**config.mk**
```make
export PLATFORM = sky130hd
export DESIGN_NAME = nibble_bus_packet_decoder
export DESIGN_NICKNAME = d
export VERILOG_FILES = /design/src/rtl/nbpd_pkg.sv /design/src/rtl/nbpd_nib_store.sv /design/src/rtl/nbpd_flush.sv /design/src/rtl/nibble_bus_packet_decoder.sv
export VERILOG_INCLUDE_DIRS = /design/src /design/src/rtl
export SDC_FILE = /design/constraint.sdc
export NUM_CORES = 2
export LEC_CHECK = 0
export BUFFER_PORTS_ARGS = -buffer_cell sky130_fd_sc_hd__buf_4
export CORE_ASPECT_RATIO = 1.25
export CORE_MARGIN = 5
export CORE_UTILIZATION = 50
export DETAILED_ROUTE_END_ITERATION = 7
export PLACE_DENSITY = 0.66
export SLEW_MARGIN = 20
export SYNTH_ARGS = -nofsm -noshare
export SYNTH_HDL_FRONTEND = slang
export SYNTH_SLANG_ARGS = --single-unit
```
**constraint.sdc**
```tcl
create_clock -name clk_i -period 16.4 [get_ports clk_i]
set_input_delay 2.46 -clock clk_i [delete_from_list [all_inputs] [get_ports clk_i]]
set_output_delay 2.46 -clock clk_i [all_outputs]
set_load 0.02 [all_outputs]
```
**src/rtl/assert_macros.svh**
```systemverilog
// Assertion macros used by the decoder top level.
// Needs clk_i and rst_ni in the module that uses them.
`ifndef ASSERT_MACROS_SVH
`define ASSERT_MACROS_SVH

// Checked on every rising clock edge, off while reset is held.
`define NBPD_ASSERT(lbl, prop) \
  lbl: assert property (@(posedge clk_i) disable iff (!rst_ni) (prop)) \
    else $error("nbpd assertion failed");

// Implication checked on every rising clock edge, off while reset is held.
`define NBPD_ASSERT_IMPL(lbl, ante, cons) \
  `NBPD_ASSERT(lbl, (ante) |-> (cons))

`endif

```
**src/rtl/nbpd_pkg.sv**
```systemverilog
// Package of the nibble bus packet decoder: sizes, codes and the
// request and status types between the top level and the flush engine.
package nbpd_pkg;

  localparam int PACKET_CAP        = 8192;
  localparam int STORE_DEPTH       = 512;
  localparam int MAX_GRAPHIC_BYTES = 128;

  localparam int IDX_W   = $clog2(PACKET_CAP + 1);
  localparam int ST_AW   = $clog2(STORE_DEPTH);
  localparam int REM_W   = $clog2(MAX_GRAPHIC_BYTES + 1);
  localparam int NIB_J_W = $clog2(2 * MAX_GRAPHIC_BYTES + 7);
  localparam int GAP_W   = 17;

  localparam logic [GAP_W-1:0] GAP_MAX   = 17'h1FFFF;
  localparam logic [15:0]      GAP_RESET  = 16'd2000;
  localparam logic [15:0]      IDLE_RESET = 16'd50000;

  localparam logic [1:0] KIND_CMD     = 2'd0;
  localparam logic [1:0] KIND_TEXT    = 2'd1;
  localparam logic [1:0] KIND_GFX_NEW = 2'd2;
  localparam logic [1:0] KIND_GFX_XOR = 2'd3;

  localparam logic [3:0] CODE_GRAPHIC = 4'h2;
  localparam logic [3:0] CODE_TEXT    = 4'h3;

  localparam logic REG_GAP  = 1'b0;
  localparam logic REG_IDLE = 1'b1;

  typedef struct packed {
    logic             start;
    logic             mode_cmd;
    logic             pairs;
    logic [IDX_W-1:0] len;
  } flush_req_t;

  typedef struct packed {
    logic busy;
  } flush_stat_t;

endpackage

```
**src/rtl/nbpd_nib_store.sv**
```systemverilog
// Nibble store of the decoder: one write port, one registered read port.
// Uses nbpd_pkg for its depth and index width.
module nbpd_nib_store (
  input  logic                      clk_i,
  input  logic                      wr_en_i,
  input  logic [nbpd_pkg::IDX_W-1:0] wr_idx_i,
  input  logic [3:0]                wr_nib_i,
  input  logic                      rd_en_i,
  input  logic [nbpd_pkg::IDX_W-1:0] rd_idx_i,
  output logic [3:0]                rd_nib_o
);

  logic [3:0] mem_q [nbpd_pkg::STORE_DEPTH];
  logic [3:0] rd_q;
  logic       rd_in_range_q;

  // Indices past the store are not kept; reading them gives zero.
  always_ff @(posedge clk_i) begin
    if (wr_en_i && (32'(wr_idx_i) < 32'(nbpd_pkg::STORE_DEPTH))) begin
      mem_q[nbpd_pkg::ST_AW'(wr_idx_i)] <= wr_nib_i;
    end
  end

  always_ff @(posedge clk_i) begin
    if (rd_en_i) begin
      rd_q          <= mem_q[nbpd_pkg::ST_AW'(rd_idx_i)];
      rd_in_range_q <= 32'(rd_idx_i) < 32'(nbpd_pkg::STORE_DEPTH);
    end
  end

  assign rd_nib_o = rd_in_range_q ? rd_q : 4'h0;

endmodule

```
**src/rtl/nbpd_flush.sv**
```systemverilog
// Flush engine: walks the stored nibbles of a finished packet one read at
// a time, latches command fields and emits result words. Uses nbpd_pkg.
module nbpd_flush (
  input  logic                       clk_i,
  input  logic                       rst_ni,
  input  nbpd_pkg::flush_req_t       req_i,
  output nbpd_pkg::flush_stat_t      stat_o,
  output logic                       rd_en_o,
  output logic [nbpd_pkg::IDX_W-1:0] rd_idx_o,
  input  logic [3:0]                 rd_nib_i,
  output logic                       out_valid_o,
  input  logic                       out_stall_i,
  output logic [1:0]                 kind_o,
  output logic [3:0]                 cmd_code_o,
  output logic [3:0]                 flag_bits_o,
  output logic [7:0]                 column_o,
  output logic [7:0]                 row_o,
  output logic [15:0]                data_word_o,
  output logic [1:0]                 byte_count_o,
  output logic                       last_o
);

  typedef enum logic [4:0] {
    F_IDLE = 5'b00001,
    F_RD   = 5'b00010,
    F_CAP  = 5'b00100,
    F_FORM = 5'b01000,
    F_OUT  = 5'b10000
  } fstate_e;

  typedef enum logic [1:0] {
    JOB_CMD  = 2'd0,
    JOB_TEXT = 2'd1,
    JOB_GFX  = 2'd2
  } job_e;

  fstate_e state_q, state_d;
  job_e    job_q, job_d;
  logic    halved_q, halved_d;
  logic [nbpd_pkg::NIB_J_W-1:0] j_q, j_d;
  logic [2:0] p_q, p_d;
  logic [2:0] need_q, need_d;
  logic [nbpd_pkg::REM_W-1:0] rem_q, rem_d;
  logic [3:0] buf_q [6];

  logic [3:0] sv_cmd_q, sv_cmd_d, sv_flags_q, sv_flags_d;
  logic [7:0] sv_col_q, sv_col_d, sv_row_q, sv_row_d;

  logic [1:0]  kind_q, kind_d;
  logic [15:0] word_q, word_d;
  logic [1:0]  cnt_q, cnt_d;
  logic        last_q, last_d;

  logic                       halved_c;
  logic [nbpd_pkg::IDX_W-1:0] len_c, bytes_full_c;
  logic [nbpd_pkg::REM_W-1:0] bytes_c, rem_next_c;
  logic [7:0]                 row_c;

  always_comb begin
    halved_c = (req_i.len >= nbpd_pkg::IDX_W'(2)) && !req_i.len[0] && req_i.pairs;
    len_c    = halved_c ? (req_i.len >> 1) : req_i.len;
    bytes_full_c = len_c >> 1;
    if (32'(bytes_full_c) > 32'(nbpd_pkg::MAX_GRAPHIC_BYTES)) begin
      bytes_c = nbpd_pkg::REM_W'(nbpd_pkg::MAX_GRAPHIC_BYTES);
    end else begin
      bytes_c = nbpd_pkg::REM_W'(bytes_full_c);
    end
    rem_next_c = rem_q - nbpd_pkg::REM_W'(2);
    row_c = {buf_q[5], buf_q[4]};
    if (buf_q[1][0] && (row_c < 8'd4)) begin
      row_c = row_c + 8'd4;
    end
  end

  always_comb begin
    state_d  = state_q;
    job_d    = job_q;
    halved_d = halved_q;
    j_d      = j_q;
    p_d      = p_q;
    need_d   = need_q;
    rem_d    = rem_q;
    sv_cmd_d   = sv_cmd_q;
    sv_flags_d = sv_flags_q;
    sv_col_d   = sv_col_q;
    sv_row_d   = sv_row_q;
    kind_d = kind_q;
    word_d = word_q;
    cnt_d  = cnt_q;
    last_d = last_q;
    rd_en_o = 1'b0;

    case (state_q)
      F_IDLE: begin
        if (req_i.start) begin
          halved_d = halved_c;
          j_d      = '0;
          p_d      = '0;
          rem_d    = bytes_c;
          if (req_i.mode_cmd) begin
            if (len_c >= nbpd_pkg::IDX_W'(6)) begin
              job_d   = JOB_CMD;
              need_d  = 3'd6;
              state_d = F_RD;
            end
          end else if (len_c >= nbpd_pkg::IDX_W'(2)) begin
            if (sv_cmd_q == nbpd_pkg::CODE_TEXT) begin
              job_d   = JOB_TEXT;
              need_d  = 3'd2;
              state_d = F_RD;
            end else if (sv_cmd_q == nbpd_pkg::CODE_GRAPHIC) begin
              job_d   = JOB_GFX;
              need_d  = (bytes_c >= nbpd_pkg::REM_W'(2)) ? 3'd4 : 3'd2;
              state_d = F_RD;
            end
          end
        end
      end
      F_RD: begin
        rd_en_o = 1'b1;
        state_d = F_CAP;
      end
      F_CAP: begin
        j_d = j_q + 1'b1;
        p_d = p_q + 3'd1;
        state_d = (p_q == need_q - 3'd1) ? F_FORM : F_RD;
      end
      F_FORM: begin
        case (job_q)
          JOB_CMD: begin
            sv_cmd_d   = buf_q[0];
            sv_flags_d = buf_q[1];
            sv_col_d   = {buf_q[3], buf_q[2]};
            sv_row_d   = row_c;
            kind_d = nbpd_pkg::KIND_CMD;
            word_d = 16'h0000;
            cnt_d  = 2'd0;
            last_d = 1'b1;
          end
          JOB_TEXT: begin
            kind_d = nbpd_pkg::KIND_TEXT;
            word_d = {8'h00, buf_q[1], buf_q[0]};
            cnt_d  = 2'd1;
            last_d = 1'b1;
          end
          default: begin
            kind_d = sv_flags_q[3] ? nbpd_pkg::KIND_GFX_NEW : nbpd_pkg::KIND_GFX_XOR;
            if (need_q == 3'd4) begin
              word_d = {buf_q[2], buf_q[3], buf_q[0], buf_q[1]};
              cnt_d  = 2'd2;
            end else begin
              word_d = {8'h00, buf_q[0], buf_q[1]};
              cnt_d  = 2'd1;
            end
            last_d = rem_q <= nbpd_pkg::REM_W'(2);
          end
        endcase
        state_d = F_OUT;
      end
      F_OUT: begin
        if (!out_stall_i) begin
          if (last_q) begin
            state_d = F_IDLE;
          end else begin
            rem_d   = rem_next_c;
            need_d  = (rem_next_c >= nbpd_pkg::REM_W'(2)) ? 3'd4 : 3'd2;
            p_d     = '0;
            state_d = F_RD;
          end
        end
      end
      default: begin
        state_d = F_IDLE;
      end
    endcase
  end

  assign rd_idx_o = halved_q ? nbpd_pkg::IDX_W'({j_q, 1'b0}) : nbpd_pkg::IDX_W'(j_q);

  always_ff @(posedge clk_i or negedge rst_ni) begin
    if (!rst_ni) begin
      state_q    <= F_IDLE;
      sv_cmd_q   <= '0;
      sv_flags_q <= '0;
      sv_col_q   <= '0;
      sv_row_q   <= '0;
    end else begin
      state_q    <= state_d;
      sv_cmd_q   <= sv_cmd_d;
      sv_flags_q <= sv_flags_d;
      sv_col_q   <= sv_col_d;
      sv_row_q   <= sv_row_d;
    end
  end

  always_ff @(posedge clk_i) begin
    job_q    <= job_d;
    halved_q <= halved_d;
    j_q      <= j_d;
    p_q      <= p_d;
    need_q   <= need_d;
    rem_q    <= rem_d;
    kind_q   <= kind_d;
    word_q   <= word_d;
    cnt_q    <= cnt_d;
    last_q   <= last_d;
    if (state_q == F_CAP) begin
      buf_q[p_q] <= rd_nib_i;
    end
  end

  assign stat_o.busy  = (state_q != F_IDLE);
  assign out_valid_o  = (state_q == F_OUT);
  assign kind_o       = kind_q;
  assign cmd_code_o   = sv_cmd_q;
  assign flag_bits_o  = sv_flags_q;
  assign column_o     = sv_col_q;
  assign row_o        = sv_row_q;
  assign data_word_o  = word_q;
  assign byte_count_o = cnt_q;
  assign last_o       = last_q;

endmodule

```
**src/rtl/nibble_bus_packet_decoder.sv**
```systemverilog
// Top level of the nibble bus packet decoder: intake sequencer, timing,
// configuration port. Uses nbpd_pkg, nbpd_nib_store, nbpd_flush.
`include "assert_macros.svh"

// Each input word is a bus sample or an idle check with the microseconds
// since the previous word. A word with no flush passes through evaluate and
// commit back to idle, where the next word can be accepted, so in_stall_o is
// high from each acceptance until the sequencer is idle again. A word that
// ends a packet adds a flush: the sequencer waits in its flush state until
// the flush engine is no longer busy, so a flush that gives no result still
// passes through the flush state. The flush engine reads the store one nibble
// at a time through its read and capture states, then forms a result and
// offers it until it is taken: six nibbles for a command packet, two for
// text, and per graphic result four for two bytes or two for one.
// Intake stays stalled until the last result word of the packet is taken.
// The store is not cleared after reset; only nibbles of the current packet
// are ever read.
module nibble_bus_packet_decoder (
  input  logic        clk_i,
  input  logic        rst_ni,
  input  logic        in_valid_i,
  output logic        in_stall_o,
  input  logic        command_i,
  input  logic [6:0]  raw_sample_i,
  input  logic [15:0] elapsed_us_i,
  output logic        out_valid_o,
  input  logic        out_stall_i,
  output logic [1:0]  kind_o,
  output logic [3:0]  cmd_code_o,
  output logic [3:0]  flag_bits_o,
  output logic [7:0]  column_o,
  output logic [7:0]  row_o,
  output logic [15:0] data_word_o,
  output logic [1:0]  byte_count_o,
  output logic        last_o,
  input  logic        psel,
  input  logic        penable,
  input  logic        pwrite,
  input  logic [2:0]  paddr,
  input  logic [31:0] pwdata,
  output logic [31:0] prdata,
  output logic        pready
);

  typedef enum logic [3:0] {
    S_IDLE   = 4'b0001,
    S_EVAL   = 4'b0010,
    S_FLUSH  = 4'b0100,
    S_COMMIT = 4'b1000
  } state_e;

  state_e state_q, state_d;

  logic [15:0] gap_thr_q, idle_thr_q;

  // Latched input word.
  logic        cmd_q;
  logic [6:0]  raw_q;
  logic [15:0] el_q;

  logic                       mode_cmd_q, mode_cmd_d;
  logic                       active_q, active_d;
  logic [nbpd_pkg::GAP_W-1:0] gap_q, gap_d;
  logic [nbpd_pkg::IDX_W-1:0] cnt_q, cnt_d;
  logic                       pairs_q, pairs_d;
  logic [3:0]                 prev_q, prev_d;
  logic                       flushed_q, flushed_d;

  logic [nbpd_pkg::GAP_W:0]   gap_sum;
  logic [nbpd_pkg::GAP_W-1:0] gap_sat;
  logic [3:0]                 inv, nib;
  logic                       now_cmd;
  logic                       need_flush;
  logic [nbpd_pkg::IDX_W-1:0] base_cnt;
  logic                       base_pairs;
  logic                       store_wr;

  nbpd_pkg::flush_req_t  freq;
  nbpd_pkg::flush_stat_t fstat;
  logic                       rd_en;
  logic [nbpd_pkg::IDX_W-1:0] rd_idx;
  logic [3:0]                 rd_nib;

  // APB registers. Only bit 2 of the address selects, so any write lands
  // in one of the two registers.
  always_ff @(posedge clk_i or negedge rst_ni) begin
    if (!rst_ni) begin
      gap_thr_q  <= nbpd_pkg::GAP_RESET;
      idle_thr_q <= nbpd_pkg::IDLE_RESET;
    end else if (psel && penable && pwrite) begin
      if (paddr[2] == nbpd_pkg::REG_GAP) begin
        gap_thr_q <= pwdata[15:0];
      end else begin
        idle_thr_q <= pwdata[15:0];
      end
    end
  end

  assign pready = 1'b1;
  assign prdata = (paddr[2] == nbpd_pkg::REG_IDLE) ? {16'h0000, idle_thr_q}
                                                   : {16'h0000, gap_thr_q};

  // Sample decode: active-low data, bit order reversed; bit 6 low is command.
  assign inv     = ~raw_q[3:0];
  assign nib     = {inv[0], inv[1], inv[2], inv[3]};
  assign now_cmd = !raw_q[6];

  // The gap counter saturates rather than wraps.
  assign gap_sum = {1'b0, gap_q} + (nbpd_pkg::GAP_W + 1)'(el_q);
  assign gap_sat = (gap_sum > {1'b0, nbpd_pkg::GAP_MAX}) ? nbpd_pkg::GAP_MAX
                                                         : gap_sum[nbpd_pkg::GAP_W-1:0];

  always_comb begin
    if (!cmd_q) begin
      need_flush = active_q && ((gap_sat > nbpd_pkg::GAP_W'(gap_thr_q)) ||
                                (now_cmd != mode_cmd_q));
    end else begin
      need_flush = active_q && (gap_sat > nbpd_pkg::GAP_W'(idle_thr_q));
    end
  end

  // After a flush the new nibble starts a fresh packet.
  assign base_cnt   = flushed_q ? '0 : cnt_q;
  assign base_pairs = flushed_q ? 1'b1 : pairs_q;
  assign store_wr   = (state_q == S_COMMIT) && !cmd_q &&
                      (32'(base_cnt) < 32'(nbpd_pkg::PACKET_CAP));

  always_comb begin
    state_d    = state_q;
    mode_cmd_d = mode_cmd_q;
    active_d   = active_q;
    gap_d      = gap_q;
    cnt_d      = cnt_q;
    pairs_d    = pairs_q;
    prev_d     = prev_q;
    flushed_d  = flushed_q;
    freq.start    = 1'b0;
    freq.mode_cmd = mode_cmd_q;
    freq.pairs    = pairs_q;
    freq.len      = cnt_q;

    case (state_q)
      S_IDLE: begin
        if (in_valid_i) begin
          state_d = S_EVAL;
        end
      end
      S_EVAL: begin
        gap_d     = gap_sat;
        flushed_d = need_flush;
        if (need_flush && (cnt_q != '0)) begin
          freq.start = 1'b1;
          state_d    = S_FLUSH;
        end else begin
          state_d = S_COMMIT;
        end
      end
      S_FLUSH: begin
        if (!fstat.busy) begin
          state_d = S_COMMIT;
        end
      end
      S_COMMIT: begin
        if (!cmd_q) begin
          mode_cmd_d = now_cmd;
          active_d   = 1'b1;
          gap_d      = '0;
          cnt_d      = base_cnt;
          pairs_d    = base_pairs;
          if (store_wr) begin
            if (base_cnt[0] && (nib != prev_q)) begin
              pairs_d = 1'b0;
            end
            prev_d = nib;
            cnt_d  = base_cnt + 1'b1;
          end
        end else if (flushed_q) begin
          active_d = 1'b0;
          cnt_d    = '0;
          pairs_d  = 1'b1;
        end
        state_d = S_IDLE;
      end
      default: begin
        state_d = S_IDLE;
      end
    endcase
  end

  always_ff @(posedge clk_i or negedge rst_ni) begin
    if (!rst_ni) begin
      state_q    <= S_IDLE;
      mode_cmd_q <= 1'b1;
      active_q   <= 1'b0;
      gap_q      <= '0;
      cnt_q      <= '0;
      pairs_q    <= 1'b1;
      prev_q     <= 4'h0;
      flushed_q  <= 1'b0;
    end else begin
      state_q    <= state_d;
      mode_cmd_q <= mode_cmd_d;
      active_q   <= active_d;
      gap_q      <= gap_d;
      cnt_q      <= cnt_d;
      pairs_q    <= pairs_d;
      prev_q     <= prev_d;
      flushed_q  <= flushed_d;
    end
  end

  always_ff @(posedge clk_i) begin
    if ((state_q == S_IDLE) && in_valid_i) begin
      cmd_q <= command_i;
      raw_q <= raw_sample_i;
      el_q  <= elapsed_us_i;
    end
  end

  assign in_stall_o = (state_q != S_IDLE);

  nbpd_nib_store u_store (
    .clk_i    (clk_i),
    .wr_en_i  (store_wr),
    .wr_idx_i (base_cnt),
    .wr_nib_i (nib),
    .rd_en_i  (rd_en),
    .rd_idx_i (rd_idx),
    .rd_nib_o (rd_nib)
  );

  nbpd_flush u_flush (
    .clk_i        (clk_i),
    .rst_ni       (rst_ni),
    .req_i        (freq),
    .stat_o       (fstat),
    .rd_en_o      (rd_en),
    .rd_idx_o     (rd_idx),
    .rd_nib_i     (rd_nib),
    .out_valid_o  (out_valid_o),
    .out_stall_i  (out_stall_i),
    .kind_o       (kind_o),
    .cmd_code_o   (cmd_code_o),
    .flag_bits_o  (flag_bits_o),
    .column_o     (column_o),
    .row_o        (row_o),
    .data_word_o  (data_word_o),
    .byte_count_o (byte_count_o),
    .last_o       (last_o)
  );

  // The flush engine only runs while the sequencer waits on it.
  `NBPD_ASSERT_IMPL(a_flush_in_flush_state, fstat.busy, state_q == S_FLUSH)
  // Results are only offered while intake is held off.
  `NBPD_ASSERT_IMPL(a_out_while_stalled, out_valid_o, in_stall_o)
  // The packet never grows past its cap.
  `NBPD_ASSERT(a_count_capped, 32'(cnt_q) <= 32'(nbpd_pkg::PACKET_CAP))

endmodule
```
==> flow_metrics.py <==
metrics = {
    "status": {
        "status": "completed",
    },
    "global_routing": {
        "grt_use_total": 0.2597,
        "antenna_found_initial": 5,
        "grt_max_degree": 169,
        "grt_pass1_vias": 54020,
        "grt_pass1_wl_um": 370700,
        "grt-ovfl-total": 0,
    },
    "sta": {
        "period_share": 0.3566,
        "hold_viol": 0,
        "timing.fmax_mhz": 171.0,
        "relSlewSlack": 0.1342,
        "tightestPinTransition_ns": 1.281,
        "rsz0062_at_grt": "false",
        "fin_crit_ns": 5.848,
        "tns_ns": 0,
        "fin_skew_ns": 0.02827,
        "slew_viol_final": 0,
        "layout_setup_ws_ns": 10.55,
        "timing.hold.ws_ns": 0.4855,
        "final-setup-viol-count": 0,
    },
    "drt": {
        "wl_per_cell_um": 30.84,
        "vias": 53713,
        "drc": 0,
        "initialDrtViolationCount": 6008,
        "drtAntennaViolNets": 0,
        "wl_um": 256000,
        "first_pass_iters": 8,
        "viasPerCell": 6.471,
    },
    "synthesis": {
        "synth_seq_area_share": 0.7258,
        "synth_seq_cells": 2249,
        "netlist_area_um2": 92350,
        "syn_inst": 5690,
        "synth_ff_type": "edfxtp_1",
        "synth.distinct_cells": 96,
        "avgSynthCellArea_um2": 16.23,
        "synth-async-reset-ratio": 0.04624,
        "yosys_warnings": 0,
        "synth_edf_count": 2145,
    },
    "critical_path": {
        "end_kind": "register",
        "path_common_cell": "nand2_1",
        "max_stage_delay_ns": 0.61,
        "crit_slowest_cell": "a41oi_2",
        "worstPathArrival_ns": 6.33,
        "r2r_cells": 16,
        "crit_buf_inv": 0,
        "critPathTopFamily": "compound AO/OA/AOI/OAI gates",
        "required_ns": 16.88,
        "critical_path_depth": 16,
        "cp_cell_sequence": "ha_1 > a21oi_1 > o21ai_0 > a221oi_1 > a21boi_0 > a41oi_2 > nand2_1 > ha_1 > nand2_1 > o21ai_0 > nor4b_1 > o31ai_1 > a32oi_1 > a31oi_1 > nand3_1 > nand2_1",
        "crit_type": "reg2reg",
        "critPathLaunchType": "register",
        "cp_max_fo": 13,
    },
    "clocking": {
        "numCtsBuffers": 202,
        "ctsRootBufferMaster": "clkbuf_16",
        "clk_pin_slew_ns": 0.06,
        "cts_setup_buffers": 0,
        "clock_latency_ns": 0.84,
        "cts_buffer_depth": 3,
        "cts_hold_buf": 0,
        "cts_tree": "yes",
        "ctsResizeCount": 0,
        "htreeDepth": 4,
        "clock_sinks": 2249,
    },
    "floorplan": {
        "core_region_area_um2": 183900,
        "dieWidth_um": 394.4,
        "die_y_um": 490.5,
        "io_pins": 146,
        "num_rows": 176,
        "die-area_um2": 193500,
        "initial_core_util": 0.5023,
    },
    "placed_design": {
        "place_ws_ns": 10.19,
        "dp_hpwl_um": 153800,
        "port_buffers": 108,
        "dpl_cell_area_um2": 95260,
        "place_congestion": 0.8627,
    },
    "worst_hold_path": {
        "hp-class": "reg2reg",
        "hold_path_depth": 1,
    },
    "job": {
        "maxCapViolCount": 0,
    },
    "power_and_ir_drop": {
        "leakagePower_uw": 0.03347,
        "ir_worst_vdd_mv": 0.1276,
        "power.density_nw_per_um2": 127.3,
    },
    "layout": {
        "syn_to_final_growth_pct": 10.07,
        "drive_gt1_frac": 0.1499,
        "nFillCells": 14239,
        "nets": 5847,
        "design_area_um2": 101700,
    },
}
[cell families after synthesis]
group	synth area share
other	0.00008132
DFF	0.7258
AOI/OAI and AO/OA	0.08260
muxes	0.09374
buffers and inverters	0.02780
xor gates and xnor gates	0.003699
adders and majority gates	0.008210
and+or+nand+nor	0.05803
[worst paths after layout]
| path | from | end | slack (ns) |
|---|---|---|---|
| worst max-delay path | el_q[8] | u_flush.j_q[4] | 10.55 |
| worst min-delay path | u_flush.buf_q[4][0] | u_flush.row_o[0] | 0.49 |
| worst max register to register | el_q[8] | u_flush.j_q[4] | 10.55 |
| worst min register to register | u_flush.buf_q[4][0] | u_flush.row_o[0] | 0.49 |
| max in group asynchronous | rst_ni | u_flush.row_o[5] | 13.77 |
| min in group asynchronous | rst_ni | gap_q[7] | 1.53 |
[synth_stat cells, types with 25 or more instances]
library cell	number	share of area
xnor2_1	25	0.0024
nand4_1	34	0.0023
nor2_1	593	0.024
a32oi_1	152	0.014
mux4_2	226	0.055
o22ai_1	38	0.0026
o211ai_1	26	0.0021
inv_1	75	0.0030
a22o_1	28	0.0027
buf_2	93	0.0050
nand2_1	260	0.011
a21oi_1	256	0.014
nor3_1	86	0.0047
buf_4	43	0.0035
a31oi_1	44	0.0030
nand3_1	45	0.0024
mux2_2	58	0.0071
nor4_1	29	0.0020
edfxtp_1	2145	0.70
o221ai_1	180	0.017
o21ai_0	184	0.010
buf_6	40	0.0049
mux2i_1	266	0.029
dfrtp_1	88	0.024
a22oi_1	47	0.0038
ha_1	59	0.0080
clkbuf_1	212	0.0086
[registers in the layout, summed over array words and instances, names as in the netlist, 4 cells and up]
| name | flops |
|---|---|
| u_store.mem_q | 2048 |
| u_flush.buf_q | 24 |
| gap_q | 17 |
| el_q | 16 |
| gap_thr_q | 16 |
| idle_thr_q | 16 |
| u_flush.data_word_o | 16 |
| cnt_q | 14 |
| u_flush.j_q | 9 |
| u_flush.column_o | 8 |
| u_flush.rem_q | 8 |
| u_flush.row_o | 8 |
| raw_q | 5 |
| u_flush.state_q | 5 |
| prev_q | 4 |
| state_q | 4 |
| u_flush.cmd_code_o | 4 |
| u_flush.flag_bits_o | 4 |
| u_store.rd_q | 4 |
[final cells by class]
class,count,area [µm²],share of cell area
antenna,8,20.02,0.0001969
clock buffer,269,5494,0.05405
clock inverter,104,827.0,0.008136
inverter,76,320.3,0.003151
multi-input combinational,2963,23100,0.2272
sequential,2249,67030,0.6594
tap,2403,3007,0.02958
timing repair buffer,229,1856,0.01825
[metal layers]
layer / up-vias / wire length [µm] / global-route usage
met4: 6 / 15430 / 0.1376
li1: 22762 / - / -
met2: 2812 / 126300 / 0.4348
met5: - / 36 / 0
met3: 626 / 21690 / 0.04681
met1: 27507 / 92620 / 0.3249
[through the flow]
| step | instances | utilization | total power (µW) |
|---|---|---|---|
| 2_1_floorplan | 5705 | - | 7905 |
| 3_3_place_gp | 7919 | 0.5180 | 8429 |
| 3_5_place_dp | 7919 | 0.5180 | 8464 |
| 4_1_cts | 8292 | 0.5524 | 12980 |
| 5_1_grt | 8294 | 0.5527 | 13360 |
| 6_report | 8301 | 0.5528 | 12940 |
[report_power, final]
part / switching (µW) / total (µW) / internal (µW)
clock: 2050 / 4590 / 2540
sequential: 74.1 / 6710 / 6640
combinational: 1210 / 1640 / 429
[cell usage in the layout, fill, tap and decap left out, types with 180 or more instances in the layout]
cell type,synthesis,routed
nor2_1,593,591
o221ai_1,180,180
clkbuf_16,0,208
edfxtp_1,2145,2145
a21oi_1,256,256
mux2i_1,266,264
mux4_2,226,226
nand2_1,260,243
o21ai_0,184,180
buf_4,43,218
(Power assumes the default switching activity.)
